==> config.mk <==
export PLATFORM = sky130hd
export DESIGN_NAME = boot_info_tag_stream_parser_unit
export DESIGN_NICKNAME = d
export VERILOG_FILES = /design/src/hw/rtl/bitsp_pkg.sv /design/src/hw/rtl/bitsp_parser.sv /design/src/hw/rtl/bitsp_out_queue.sv /design/src/hw/rtl/boot_info_tag_stream_parser_unit.sv
export VERILOG_INCLUDE_DIRS = /design/src /design/src/hw/rtl
export SDC_FILE = /design/constraint.sdc
export NUM_CORES = 2
export LEC_CHECK = 0
export ABC_AREA = 1
export ABC_CLOCK_PERIOD_IN_PS = 31600
export BUFFER_PORTS_ARGS = -buffer_cell sky130_fd_sc_hd__buf_2
export CORE_ASPECT_RATIO = 1.1
export CORE_MARGIN = 5
export CORE_UTILIZATION = 55
export DETAILED_ROUTE_END_ITERATION = 16
export PLACE_DENSITY = 0.72
export SYNTH_ARGS = -nofsm -noshare
export SYNTH_HDL_FRONTEND = slang
export SYNTH_SLANG_ARGS = --single-unit
==> constraint.sdc <==
create_clock -name aclk -period 31.6 [get_ports aclk]
set_input_delay 4.74 -clock aclk [delete_from_list [all_inputs] [get_ports aclk]]
set_output_delay 4.74 -clock aclk [all_outputs]
set_load 0.1 [all_outputs]
==> src/hw/rtl/assert_macros.svh <==
// Assertion macros used by the top level of the tag stream parser.
`ifndef ASSERT_MACROS_SVH
`define ASSERT_MACROS_SVH
`ifndef NO_ASSERTIONS
// Same-cycle implication, checked outside reset.
`define AST_IMPLY(name, clk, rst_n, ante, cons) \
    name: assert property (@(posedge clk) disable iff (!(rst_n)) (ante) |-> (cons)) \
        else $error("assertion failed");
// Next-cycle implication, checked outside reset.
`define AST_NEXT(name, clk, rst_n, ante, cons) \
    name: assert property (@(posedge clk) disable iff (!(rst_n)) (ante) |=> (cons)) \
        else $error("assertion failed");
`else
`define AST_IMPLY(name, clk, rst_n, ante, cons)
`define AST_NEXT(name, clk, rst_n, ante, cons)
`endif
`endif

==> src/hw/rtl/bitsp_pkg.sv <==
// Shared types and constants of the boot information tag stream parser.
`timescale 1ns / 1ps
package bitsp_pkg;

    localparam logic [1:0] KIND_REGION = 2'd0;
    localparam logic [1:0] KIND_MODULE = 2'd1;
    localparam logic [1:0] KIND_DONE   = 2'd2;

    localparam logic [31:0] TAG_TYPE_END    = 32'd0;
    localparam logic [31:0] TAG_TYPE_MODULE = 32'd3;
    localparam logic [31:0] TAG_TYPE_MMAP   = 32'd6;
    localparam logic [31:0] MIN_TAG_BYTES   = 32'd8;
    localparam logic [31:0] MIN_BODY_BYTES  = 32'd16;
    localparam logic [31:0] MIN_ENTRY_BYTES = 32'd24;

    localparam int S_DATA_W        = 32;
    localparam int M_DATA_W        = 200;
    localparam int OUT_QUEUE_DEPTH = 4;

    // One queued result; tail adds a done beat after the record.
    typedef struct packed {
        logic [1:0]  kind;
        logic [63:0] base_or_start;
        logic [63:0] length_or_end;
        logic [31:0] region_type;
        logic [31:0] string_offset;
        logic        seen_map;
        logic        seen_module;
        logic        tail;
    } out_entry_t;

    typedef struct packed {
        logic       valid;
        out_entry_t entry;
    } push_t;

    typedef struct packed {
        logic full;
        logic split_pending;
    } qstat_t;

endpackage

==> src/hw/rtl/bitsp_parser.sv <==
// Tag walker: consumes one word per request and produces at most one queue entry.
`timescale 1ns / 1ps
module bitsp_parser (
    input  logic               aclk,
    input  logic               aresetn,
    input  logic               in_accept,
    input  logic [31:0]        in_word,
    input  logic               in_first,
    output bitsp_pkg::push_t   push,
    output logic               idle
);
    import bitsp_pkg::*;

    localparam logic [3:0] PH_IDLE       = 4'd0;
    localparam logic [3:0] PH_SKIP_TAG   = 4'd1;
    localparam logic [3:0] PH_TAG_TYPE   = 4'd2;
    localparam logic [3:0] PH_TAG_SIZE   = 4'd3;
    localparam logic [3:0] PH_MAP_ESIZE  = 4'd4;
    localparam logic [3:0] PH_MAP_EVER   = 4'd5;
    localparam logic [3:0] PH_SKIP_ENTRY = 4'd6;
    localparam logic [3:0] PH_BASE_LO    = 4'd7;
    localparam logic [3:0] PH_BASE_HI    = 4'd8;
    localparam logic [3:0] PH_LEN_LO     = 4'd9;
    localparam logic [3:0] PH_LEN_HI     = 4'd10;
    localparam logic [3:0] PH_ETYPE      = 4'd11;
    localparam logic [3:0] PH_MOD_START  = 4'd12;
    localparam logic [3:0] PH_MOD_END    = 4'd13;

    logic [3:0]  phase_reg, phase_next;
    logic [31:0] pos_reg, pos_next;
    logic [31:0] total_reg, total_next;
    logic [31:0] tag_kind_reg, tag_kind_next;
    logic [31:0] tag_bytes_reg, tag_bytes_next;
    logic [31:0] tag_begin_reg, tag_begin_next;
    logic [31:0] entry_bytes_reg, entry_bytes_next;
    logic [31:0] entry_begin_reg, entry_begin_next;
    logic [63:0] field_low_reg, field_low_next;
    logic [63:0] field_high_reg, field_high_next;
    logic        seen_map_reg, seen_map_next;
    logic        seen_mod_reg, seen_mod_next;

    logic [3:0]  eff_phase;
    logic [31:0] size_sel;
    logic [33:0] nt_sum;
    logic [33:0] nt_addr;
    logic        nt_end;
    logic [32:0] tend_sum;
    logic [31:0] tag_end;
    logic [32:0] try_begin;
    logic [33:0] try_stop;
    logic        try_ok;
    logic        do_finish, do_next, do_try, emit_rec;
    out_entry_t  rec;

    // Skip phases turn into the tag header or entry base phase at their start.
    always_comb begin
        if (phase_reg == PH_SKIP_TAG && pos_reg >= tag_begin_reg) begin
            eff_phase = PH_TAG_TYPE;
        end else if (phase_reg == PH_SKIP_ENTRY && pos_reg >= entry_begin_reg) begin
            eff_phase = PH_BASE_LO;
        end else begin
            eff_phase = phase_reg;
        end
    end

    // Next tag start, rounded up to 8 bytes; end if its header passes the total size.
    assign size_sel = (eff_phase == PH_TAG_SIZE) ? in_word : tag_bytes_reg;
    assign nt_sum   = {2'b00, tag_begin_reg} + {2'b00, size_sel} + 34'd7;
    assign nt_addr  = {nt_sum[33:3], 3'b000};
    assign nt_end   = ({1'b0, nt_addr} + 35'd8) > {3'b000, total_reg};

    // Entry must fit inside the tag, whose end saturates at 32 bits.
    assign tend_sum  = {1'b0, tag_begin_reg} + {1'b0, tag_bytes_reg};
    assign tag_end   = tend_sum[32] ? 32'hFFFF_FFFF : tend_sum[31:0];
    assign try_begin = (eff_phase == PH_ETYPE)
                     ? {1'b0, entry_begin_reg} + {1'b0, entry_bytes_reg}
                     : {1'b0, tag_begin_reg} + 33'd16;
    assign try_stop  = {1'b0, try_begin} + {2'b00, entry_bytes_reg};
    assign try_ok    = (entry_bytes_reg[1:0] == 2'b00)
                    && (entry_bytes_reg >= MIN_ENTRY_BYTES)
                    && (try_stop <= {2'b00, tag_end});

    always_comb begin
        phase_next       = phase_reg;
        pos_next         = pos_reg;
        total_next       = total_reg;
        tag_kind_next    = tag_kind_reg;
        tag_bytes_next   = tag_bytes_reg;
        tag_begin_next   = tag_begin_reg;
        entry_bytes_next = entry_bytes_reg;
        entry_begin_next = entry_begin_reg;
        field_low_next   = field_low_reg;
        field_high_next  = field_high_reg;
        seen_map_next    = seen_map_reg;
        seen_mod_next    = seen_mod_reg;
        do_finish        = 1'b0;
        do_next          = 1'b0;
        do_try           = 1'b0;
        emit_rec         = 1'b0;
        rec              = '0;

        if (in_accept) begin
            if (in_first) begin
                total_next    = in_word;
                pos_next      = 32'd4;
                seen_map_next = 1'b0;
                seen_mod_next = 1'b0;
                if (in_word < MIN_BODY_BYTES) begin
                    do_finish = 1'b1;
                end else begin
                    tag_begin_next = 32'd8;
                    phase_next     = PH_SKIP_TAG;
                end
            end else if (phase_reg != PH_IDLE) begin
                pos_next   = pos_reg + 32'd4;
                phase_next = eff_phase;
                case (eff_phase)
                    PH_TAG_TYPE: begin
                        tag_kind_next = in_word;
                        if (in_word == TAG_TYPE_END) begin
                            do_finish = 1'b1;
                        end else begin
                            phase_next = PH_TAG_SIZE;
                        end
                    end
                    PH_TAG_SIZE: begin
                        tag_bytes_next = in_word;
                        if (in_word < MIN_TAG_BYTES) begin
                            do_finish = 1'b1;
                        end else if (tag_kind_reg == TAG_TYPE_MMAP
                                     && in_word >= MIN_BODY_BYTES) begin
                            seen_map_next = 1'b1;
                            phase_next    = PH_MAP_ESIZE;
                        end else if (tag_kind_reg == TAG_TYPE_MODULE
                                     && in_word >= MIN_BODY_BYTES) begin
                            seen_mod_next = 1'b1;
                            phase_next    = PH_MOD_START;
                        end else begin
                            do_next = 1'b1;
                        end
                    end
                    PH_MAP_ESIZE: begin
                        entry_bytes_next = in_word;
                        phase_next       = PH_MAP_EVER;
                    end
                    PH_MAP_EVER: begin
                        do_try = 1'b1;
                    end
                    PH_BASE_LO: begin
                        field_low_next = {32'd0, in_word};
                        phase_next     = PH_BASE_HI;
                    end
                    PH_BASE_HI: begin
                        field_low_next = {in_word, field_low_reg[31:0]};
                        phase_next     = PH_LEN_LO;
                    end
                    PH_LEN_LO: begin
                        field_high_next = {32'd0, in_word};
                        phase_next      = PH_LEN_HI;
                    end
                    PH_LEN_HI: begin
                        field_high_next = {in_word, field_high_reg[31:0]};
                        phase_next      = PH_ETYPE;
                    end
                    PH_ETYPE: begin
                        emit_rec          = 1'b1;
                        rec.kind          = KIND_REGION;
                        rec.base_or_start = field_low_reg;
                        rec.length_or_end = field_high_reg;
                        rec.region_type   = in_word;
                        do_try            = 1'b1;
                    end
                    PH_MOD_START: begin
                        field_low_next = {32'd0, in_word};
                        phase_next     = PH_MOD_END;
                    end
                    PH_MOD_END: begin
                        field_high_next   = {32'd0, in_word};
                        emit_rec          = 1'b1;
                        rec.kind          = KIND_MODULE;
                        rec.base_or_start = field_low_reg;
                        rec.length_or_end = {32'd0, in_word};
                        rec.string_offset = tag_begin_reg + 32'd16;
                        do_next           = 1'b1;
                    end
                    default: begin
                    end
                endcase
            end
        end

        if (do_try) begin
            if (try_ok) begin
                entry_begin_next = try_begin[31:0];
                phase_next       = PH_SKIP_ENTRY;
            end else begin
                do_next = 1'b1;
            end
        end
        if (do_next) begin
            if (nt_end) begin
                do_finish = 1'b1;
            end else begin
                tag_begin_next = nt_addr[31:0];
                phase_next     = PH_SKIP_TAG;
            end
        end
        if (do_finish) begin
            phase_next = PH_IDLE;
        end

        push.valid             = emit_rec || do_finish;
        push.entry             = rec;
        push.entry.seen_map    = seen_map_next;
        push.entry.seen_module = seen_mod_next;
        push.entry.tail        = emit_rec && do_finish;
        if (!emit_rec) begin
            push.entry.kind = KIND_DONE;
        end
    end

    assign idle = (phase_reg == PH_IDLE);

    always_ff @(posedge aclk) begin
        if (!aresetn) begin
            phase_reg       <= PH_IDLE;
            pos_reg         <= '0;
            total_reg       <= '0;
            tag_kind_reg    <= '0;
            tag_bytes_reg   <= '0;
            tag_begin_reg   <= '0;
            entry_bytes_reg <= '0;
            entry_begin_reg <= '0;
            seen_map_reg    <= 1'b0;
            seen_mod_reg    <= 1'b0;
        end else begin
            phase_reg       <= phase_next;
            pos_reg         <= pos_next;
            total_reg       <= total_next;
            tag_kind_reg    <= tag_kind_next;
            tag_bytes_reg   <= tag_bytes_next;
            tag_begin_reg   <= tag_begin_next;
            entry_bytes_reg <= entry_bytes_next;
            entry_begin_reg <= entry_begin_next;
            seen_map_reg    <= seen_map_next;
            seen_mod_reg    <= seen_mod_next;
        end
    end

    always_ff @(posedge aclk) begin
        field_low_reg  <= field_low_next;
        field_high_reg <= field_high_next;
    end

endmodule

==> src/hw/rtl/bitsp_out_queue.sv <==
// Result queue: holds parsed records and splits a record with trailing done into two beats.
`timescale 1ns / 1ps
module bitsp_out_queue #(
    parameter int Depth = bitsp_pkg::OUT_QUEUE_DEPTH
) (
    input  logic                             aclk,
    input  logic                             aresetn,
    input  bitsp_pkg::push_t                 push,
    output logic                             not_full,
    output logic                             m_tvalid,
    input  logic                             m_tready,
    output logic [bitsp_pkg::M_DATA_W-1:0]   m_tdata,
    output logic [1:0]                       m_tuser,
    output logic                             m_tlast,
    output bitsp_pkg::qstat_t                stat
);
    import bitsp_pkg::*;

    localparam int PtrW = (Depth > 1) ? $clog2(Depth) : 1;
    localparam int CntW = $clog2(Depth + 1);
    localparam logic [PtrW-1:0] PtrLast = PtrW'(Depth - 1);
    localparam logic [CntW-1:0] CntFull = CntW'(Depth);

    out_entry_t      slot_reg [Depth];
    logic [PtrW-1:0] wr_ptr_reg, wr_ptr_next;
    logic [PtrW-1:0] rd_ptr_reg, rd_ptr_next;
    logic [CntW-1:0] cnt_reg, cnt_next;
    logic            sub_reg, sub_next;
    out_entry_t      head;
    logic            beat_done;
    logic            take, pop;

    assign head      = slot_reg[rd_ptr_reg];
    assign not_full  = (cnt_reg != CntFull);
    assign m_tvalid  = (cnt_reg != '0);
    assign beat_done = sub_reg || (head.kind == KIND_DONE);
    assign take      = m_tvalid && m_tready;
    // Release the slot once its last beat goes out.
    assign pop       = take && (sub_reg || !head.tail);

    always_comb begin
        m_tuser = beat_done ? KIND_DONE : head.kind;
        m_tlast = beat_done;
        if (beat_done) begin
            m_tdata = {6'd0, head.seen_module, head.seen_map, 192'd0};
        end else begin
            m_tdata = {6'd0, 2'b00, head.string_offset, head.region_type,
                       head.length_or_end, head.base_or_start};
        end
    end

    always_comb begin
        wr_ptr_next = wr_ptr_reg;
        rd_ptr_next = rd_ptr_reg;
        sub_next    = sub_reg;
        if (push.valid) begin
            wr_ptr_next = (wr_ptr_reg == PtrLast) ? '0 : wr_ptr_reg + 1'b1;
        end
        if (pop) begin
            rd_ptr_next = (rd_ptr_reg == PtrLast) ? '0 : rd_ptr_reg + 1'b1;
            sub_next    = 1'b0;
        end else if (take) begin
            sub_next = 1'b1;
        end
        case ({push.valid, pop})
            2'b10:   cnt_next = cnt_reg + 1'b1;
            2'b01:   cnt_next = cnt_reg - 1'b1;
            default: cnt_next = cnt_reg;
        endcase
    end

    assign stat.full          = !not_full;
    assign stat.split_pending = m_tvalid && !sub_reg && head.tail;

    always_ff @(posedge aclk) begin
        if (!aresetn) begin
            wr_ptr_reg <= '0;
            rd_ptr_reg <= '0;
            cnt_reg    <= '0;
            sub_reg    <= 1'b0;
        end else begin
            wr_ptr_reg <= wr_ptr_next;
            rd_ptr_reg <= rd_ptr_next;
            cnt_reg    <= cnt_next;
            sub_reg    <= sub_next;
        end
    end

    always_ff @(posedge aclk) begin
        if (push.valid) begin
            slot_reg[wr_ptr_reg] <= push.entry;
        end
    end

endmodule

==> src/hw/rtl/boot_info_tag_stream_parser_unit.sv <==
// Top level of the boot information tag stream parser.
`timescale 1ns / 1ps
`include "assert_macros.svh"
// Input stream: one 32-bit little-endian word of the boot information per request;
// s_tuser marks the first word (total size) and restarts the walk.
// Output stream: one record per request; m_tuser is the kind (region, module, done),
// m_tlast marks the done record that closes a structure.
// Each accepted word is parsed in the cycle it is taken; its records are written to the
// result queue registers and leave from there in order.
// Input rate is one word per cycle while the result queue has room (depth set by
// OutQueueDepth). A word that yields a record plus done takes two output beats from
// the same queue slot; such words are several words apart, so with the receiver
// always ready the queue never fills and s_tready stays high.
// When the receiver stalls, the queue fills and s_tready drops; nothing is lost.
// Reset (aresetn low, synchronous) empties the queue and parks the parser until the
// next first word; words before that are dropped without results.
module boot_info_tag_stream_parser_unit #(
    parameter int OutQueueDepth = bitsp_pkg::OUT_QUEUE_DEPTH
) (
    input  logic                             aclk,
    input  logic                             aresetn,
    input  logic                             s_tvalid,
    output logic                             s_tready,
    input  logic [bitsp_pkg::S_DATA_W-1:0]   s_tdata,  // [31:0] word
    input  logic                             s_tuser,  // [0] first
    output logic                             m_tvalid,
    input  logic                             m_tready,
    // [63:0] base_or_start, [127:64] length_or_end, [159:128] region_type,
    // [191:160] string_offset, [192] found_memory_map, [193] found_module
    output logic [bitsp_pkg::M_DATA_W-1:0]   m_tdata,
    output logic [1:0]                       m_tuser,  // [1:0] kind
    output logic                             m_tlast
);
    import bitsp_pkg::*;

    logic   in_accept;
    push_t  push;
    qstat_t q_stat;
    logic   core_idle;

    assign in_accept = s_tvalid && s_tready;

    bitsp_parser u_parser (
        .aclk      (aclk),
        .aresetn   (aresetn),
        .in_accept (in_accept),
        .in_word   (s_tdata),
        .in_first  (s_tuser),
        .push      (push),
        .idle      (core_idle)
    );

    bitsp_out_queue #(
        .Depth (OutQueueDepth)
    ) u_out_queue (
        .aclk     (aclk),
        .aresetn  (aresetn),
        .push     (push),
        .not_full (s_tready),
        .m_tvalid (m_tvalid),
        .m_tready (m_tready),
        .m_tdata  (m_tdata),
        .m_tuser  (m_tuser),
        .m_tlast  (m_tlast),
        .stat     (q_stat)
    );

    `AST_NEXT(a_split_done, aclk, aresetn, q_stat.split_pending && m_tready, m_tvalid && m_tlast && m_tuser == KIND_DONE)
    `AST_IMPLY(a_full_has_data, aclk, aresetn, q_stat.full, m_tvalid && !s_tready)
    `AST_NEXT(a_done_parks, aclk, aresetn, push.valid && (push.entry.kind == KIND_DONE || push.entry.tail), core_idle)

endmodule

# Word-level counts from Yosys, hierarchy flattened
# Memory sizes are Yosys's and may differ from the RTL's. A register that Yosys moved wholly into a read port is not among the register bits.
# Cells that the tools add are included.
[classes]
magnitude_cmp = 8
muxes = 82
n_bitwise = 4
reduce_logical = 38
n_addsub = 13
eq_ne = 21
[ops]
columns = ["cell", "n"]
rows = [
  ["194-bit two-way mux", 4],
  ["32-bit two-way mux", 11],
  ["129-bit case mux with 2 select lines", 1],
  ["64-bit case mux with 2 select lines", 2],
  ["32-bit by 32-bit adder with 33-bit output", 3],
  ["32-bit >= comparator", 2],
  ["32-bit by 5-bit >= comparator with 1-bit output (second input constant)", 2],
  ["4-bit two-way mux", 14],
  ["1-bit two-way mux", 39],
  ["34-bit by 4-bit adder with 35-bit output (second input constant)", 1],
  ["35-bit by 32-bit > comparator with 1-bit output", 1],
  ["33-bit by 32-bit adder with 34-bit output", 1],
  ["34-bit by 3-bit adder with 34-bit output (second input constant)", 1],
  ["34-bit by 32-bit <= comparator with 1-bit output", 1],
  ["32-bit by 5-bit adder with 33-bit output (second input constant)", 1],
  ["33-bit two-way mux", 1],
  ["32-bit by 3-bit adder with 32-bit output (second input constant)", 1],
  ["32-bit by 5-bit adder with 32-bit output (second input constant)", 1],
  ["32-bit by 2-bit == test with 1-bit output (second input constant)", 1],
  ["32-bit by 3-bit == test with 1-bit output (second input constant)", 1],
  ["32-bit logical NOT", 1],
  ["32-bit by 4-bit < comparator with 1-bit output (second input constant)", 1],
  ["32-bit by 5-bit < comparator with 1-bit output (second input constant)", 1],
  ["4-bit case mux with 8 select lines", 1],
  ["26 further kinds", 73],
]
[word_totals]
wordCells = 185
in_bits = 37
reg_bits = 366
output_inout_bits = 205
memories = 1
mem_bits_rw = 788
[mem_list]
columns = ["name", "depth", "width", "read_ports", "rd_clocked_by_memory_dff", "write_ports", "line", "source"]
rows = [
  ["u_out_queue.slot_reg", 4, 197, 1, 1, 1, "bitsp_out_queue.sv:24", "out_entry_t slot_reg [Depth];"],
]

# Depth between registers and ports, before layout
[depth]
depth_word = 15
mapped_depth = 65
mapped_depth_nobuf = 63

# Hierarchy
# Synthesis repeated with hierarchy kept, for this count alone.
[hier_totals]
cells_unflattened = 6245
area_unflattened_um2 = 58491.1
[modules_own_cells]
columns = ["mod", "cells_each", "area_per_inst_um2", "instances"]
rows = [
  ["bitsp_out_queue", 2404, 31776.7, 1],
  ["bitsp_parser", 3839, 26706.9, 1],
  ["boot_info_tag_stream_parser_unit", 2, 7.5, 1],
]

# Least setup slack after synthesis
# Ideal clock, no wire load.
[synth_timing]
path_kind = "input to register"
from = "input port s_tdata[1] (netlist name)"
to = "memory u_out_queue.slot_reg[0][0] (netlist name), enable pin"
n_path_buf = 0
cell_stages = 34
t_arrival_ns = 12.939
setup_slack_ns = 18.112
path_cell_list = "inv_1 o21ai_0 inv_1 fa_1 inv_1 nand3_2 nand3_1 nand2_2 nor2_4 nand2_4 nor2_8 nor2_2 nor2_4 nand2_2 nor2_2 nand3_1 nor4_1 nand3_1 nor2_1 nand2_1 nor4_1 xor2_1 inv_1 ha_1 nand2_1 nor2_1 nand2_1 a21boi_0 o21ai_0 nand3_2 nand2_1 nand3_2 nand2_1 inv_1"
[synth_between]
elab_cells_between_ends = 32
cone_classes = "add/sub (3); order compare (4); mux (21); reduce/logical (4)"
[synth_rtl]
columns = ["item", "line", "source"]
rows = [
  ["start: declaration", "boot_info_tag_stream_parser_unit.sv:24", "input logic [bitsp_pkg::S_DATA_W-1:0] s_tdata,"],
  ["32-bit two-way mux", "bitsp_parser.sv:67", "assign size_sel = (eff_phase == PH_TAG_SIZE) ? in_word : tag_bytes_reg;"],
  ["net u_parser.size_sel[1]", "bitsp_parser.sv:43", "logic [31:0] size_sel;"],
  ["32-bit by 32-bit adder with 33-bit output", "bitsp_parser.sv:68", "assign nt_sum = {2'b00, tag_begin_reg} + {2'b00, size_sel} + 34'd7;"],
  ["34-bit by 3-bit adder with 34-bit output", "bitsp_parser.sv:68", ""],
  ["34-bit by 4-bit adder with 35-bit output", "bitsp_parser.sv:70", "assign nt_end = ({1'b0, nt_addr} + 35'd8) > {3'b000, total_reg};"],
  ["35-bit by 32-bit > comparator with 1-bit output", "bitsp_parser.sv:70", ""],
  ["1-bit two-way mux", "bitsp_parser.sv:201", "if (nt_end) begin"],
  ["1-bit two-way mux", "bitsp_parser.sv:200", "if (do_next) begin"],
  ["1-bit logical OR", "bitsp_parser.sv:212", "push.valid = emit_rec || do_finish;"],
  ["1-bit two-way mux", "bitsp_out_queue.sv:90", "if (push.valid) begin"],
  ["1-bit two-way mux (not written as such)", "bitsp_out_queue.sv:91", "slot_reg[wr_ptr_reg] <= push.entry;"],
  ["end: declaration", "bitsp_out_queue.sv:24", ""],
]
# The timed path passes the listed nets, and every way through them passes these cells.

# Final worst setup path
[layout_timing]
from = "input port s_tdata[1] (netlist name)"
to = "memory u_out_queue.slot_reg[0][116] (netlist name), enable pin"
# The elaborated chain is that of the path after synthesis.

==> impl_metrics.py <==
metrics = {
    "clock_network": {
        "cts_tree": "yes",
        "cts.sinks": 1154,
        "htreeDepth": 3,
        "insertion_delay_ns": 0.71,
        "hold_buffers": 0,
        "cts_resized": 0,
        "cts_root_buffer": "clkbuf_16",
        "postCtsSetupRepairBufs": 0,
        "numCtsBuffers": 114,
        "cts_buffer_depth": 3,
        "clk_pin_slew_worst_paths_ns": 0.06,
    },
    "floorplanning": {
        "rows": 126,
        "core-area_sq_mm": 0.107,
        "pin_count": 242,
        "start_util_pct": 55.2,
        "fp.dieH_microns": 353,
        "die_area_sq_mm": 0.114,
        "die_w_microns": 322,
    },
    "sta": {
        "hold_viol": 0,
        "fmaxAchievable_ghz": 0.0809,
        "setup-violations-final": 0,
        "setup_tns_ns": 0,
        "rsz0062_at_grt": "false",
        "maxSlewViolCount": 47,
        "slew_headroom_pct": -5.63,
        "timing.final.crit_share_pct": 39.1,
        "worstMarginPinSlew_ns": 1.58,
        "skew_ns": 0.0528,
        "min_period_ns": 12.36,
    },
    "detailed_routing": {
        "drt_iter0_drc": 5324,
        "finalWirelength_mm": 181,
        "ant_nets": 0,
        "via_per_inst": 5.79,
        "wl_per_cell_microns": 22.1,
        "drt_pass1_iterations": 8,
        "num_vias": 47600,
        "drc_errors": 0,
    },
    "critical_path": {
        "cp-start-kind": "input port",
        "crit_type": "input port to flip-flop",
        "critPathMostFrequentCell": "nand2_1",
        "crit_buf_inv": 7,
        "cp.required_ns": 31.92,
        "max_stage_delay_ns": 0.96,
        "critPathArrivalTime_ns": 12.68,
        "rr_worst_depth": 48,
        "r2r_slack_ns": 20.01,
        "cp-end-kind": "flip-flop",
        "worstPathMaxFanout": 128,
        "cp_top_family": "simple AND/OR/NAND/NOR gates",
        "path_depth": 36,
        "crit_slowest_cell": "buf_4",
    },
    "power_and_ir_drop": {
        "p_sw_uw": 982,
        "powerDensity_mw_per_mm2": 53.3,
        "p_total_uw": 3480,
        "clockPowerShare_pct": 39.9,
        "power_frac_seq_pct": 47.3,
        "p_int_uw": 2500,
        "combPwrFrac_pct": 12.8,
        "switching_share_pct": 28.2,
        "cellLeakagePower_uw": 0.0261,
        "ir_drop_mv": 0.0464,
    },
    "placed_design": {
        "place_inst": 7997,
        "hpwlAfterDp_mm": 118,
        "gp_congestion": 0.970,
        "dpl_cell_area_sq_mm": 0.0614,
        "portBuffers": 235,
    },
    "logic_synthesis": {
        "synth_ff_type": "edfxtp_1",
        "synth_commonest_cells": "nor2_1 (1401), edfxtp_1 (916), nand2_1 (773)",
        "synth-seq-area-share_pct": 54.7,
        "synthCells": 6574,
        "ys_warn_count": 0,
        "ys_ff_latch": 1154,
        "mappedNetlistArea_sq_mm": 0.0590,
        "ys_top_cells_by_area": "edfxtp_1 (47%), nor2_1 (8.9%), dfxtp_1 (8.1%)",
        "syn_avg_cell_area_sq_um": 8.97,
        "synth_top_area_share_pct": 46.6,
        "async_flop_share_pct": 0,
        "synth_cell_types": 62,
        "synth_edf_count": 916,
        "yosysMostFrequentCell": "nor2_1",
        "yosysTopAreaCell": "edfxtp_1",
    },
    "min_path": {
        "holdPathStages": 2,
        "min_path_type": "flip-flop to flip-flop",
    },
    "layout": {
        "fin_cells": 8216,
        "layout-drive-gt1-share_pct": 9.79,
        "largest_register_ffs": 788,
        "stdcell_area_sq_mm": 0.0653,
        "fin_util_pct": 61.1,
        "area_growth_pct": 10.7,
        "nNetsFinal": 7005,
    },
    "global_route": {
        "grt_max_degree": 232,
        "met1_usage_pct": 41.0,
        "grt_usage_pct": 30.9,
        "grt_use_met3_pct": 4.18,
        "grt_overflow": 0,
        "antenna_found_initial": 4,
        "top_usage_layer": "met2",
        "grt.met2_usage_pct": 50.2,
        "grt_pass1_vias": 45000,
        "grt_pass1_wl_mm": 271,
    },
    "run_status": {
        "status": "finished with violations",
        "violations": "slew limit",
    },
    "flow_run": {
        "cap_violations": 0,
    },
}
==> kinds of logic (layout without fill, tap and decap cells) <==
kind of cell	Yosys count	after routing	share of synthesized area, %
compound gates	1428	1428	12.9
xor+xnor	126	126	1.87
fa+ha+maj	263	263	5.64
buf+inv	965	1192	6.26
flops	1154	1154	54.7
other cells	1	8	0.00636
simple gates	2637	2637	18.6
==> metal layers <==
metal  wire length, microns  share of wire, %
met2                  84000                46
met1                  71100                39
met3                  15300               8.4
met5                     13            0.0072
met4                  10800               5.9
==> through the flow <==
stage	hold slack (ns)	setup slack (ns)
after global routing	0.479	18.51
after floorplan	0.429	18.11
after detailed placement	0.448	18.61
after CTS	0.456	19.35
final	0.458	19.24
after global placement	0.440	18.70
==> cells in the final DEF, fill, tap and decap left out, types with 9 or more instances in the layout <==
| master | synthesis | routed |
|---|---|---|
| clkinvlp_4 | 0 | 10 |
| buf_2 | 7 | 235 |
| a22oi_1 | 35 | 35 |
| nor2_4 | 9 | 13 |
| nor3_1 | 50 | 49 |
| dfxtp_1 | 238 | 236 |
| o21a_1 | 9 | 9 |
| ha_1 | 258 | 258 |
| nand3_1 | 170 | 170 |
| xnor2_1 | 31 | 31 |
| o221ai_1 | 10 | 10 |
| clkbuf_16 | 0 | 115 |
| clkinv_2 | 0 | 30 |
| nor4_1 | 30 | 30 |
| nor2_1 | 1401 | 1393 |
| nand4_1 | 83 | 83 |
| o211ai_1 | 11 | 11 |
| buf_4 | 6 | 59 |
| xor2_1 | 95 | 95 |
| edfxtp_1 | 916 | 916 |
| nand3_2 | 14 | 14 |
| nand2_1 | 773 | 771 |
| clkbuf_1 | 239 | 15 |
| nand2_2 | 52 | 54 |
| o21ai_0 | 680 | 679 |
| a21boi_0 | 20 | 20 |
| inv_2 | 16 | 16 |
| clkinv_1 | 8 | 21 |
| bufinv_16 | 0 | 12 |
| inv_1 | 655 | 648 |
| a211oi_1 | 30 | 30 |
| a21oi_1 | 576 | 575 |
| a21oi_2 | 21 | 21 |
| nor2_2 | 26 | 30 |
==> worst paths after layout <==
check / start / end
worst min register to register: u_parser.tag_kind_reg[26] / u_parser.tag_kind_reg[26]
worst max-delay path: s_tdata[1] / u_out_queue.slot_reg[0][116]
worst min-delay path: u_parser.tag_kind_reg[26] / u_parser.tag_kind_reg[26]
worst max register to register: u_parser.entry_begin_reg[31] / u_out_queue.slot_reg[0][116]
==> power by group through the flow <==
stage          clock network [uW]  logic (uW)  registers, uW
4_1_cts                      1400         442           1640
2_1_floorplan                   0         331           1680
6_report                     1390         444           1640
5_1_grt                      1470         466           1650
3_5_place_dp                    0         440           1680
3_3_place_gp                    0         437           1680
==> tightest hold or removal path: stages (launching register included) <==
cell and delay (ns):
dfxtp_1 0.30, inv_1 0.06, a21oi_1 0.05
==> cell type report <==
type,count,area (sq um)
Tap cell,1408,1760
Fill cell,8985,41600
Clock inverter,82,868
Timing Repair Buffer,296,1660
Multi-Input combinational cell,4460,23100
Inverter,679,2600
Antenna cell,2,5.00
Sequential cell,1154,32300
Clock buffer,135,3000
Power figures use the tool's default switching activity.
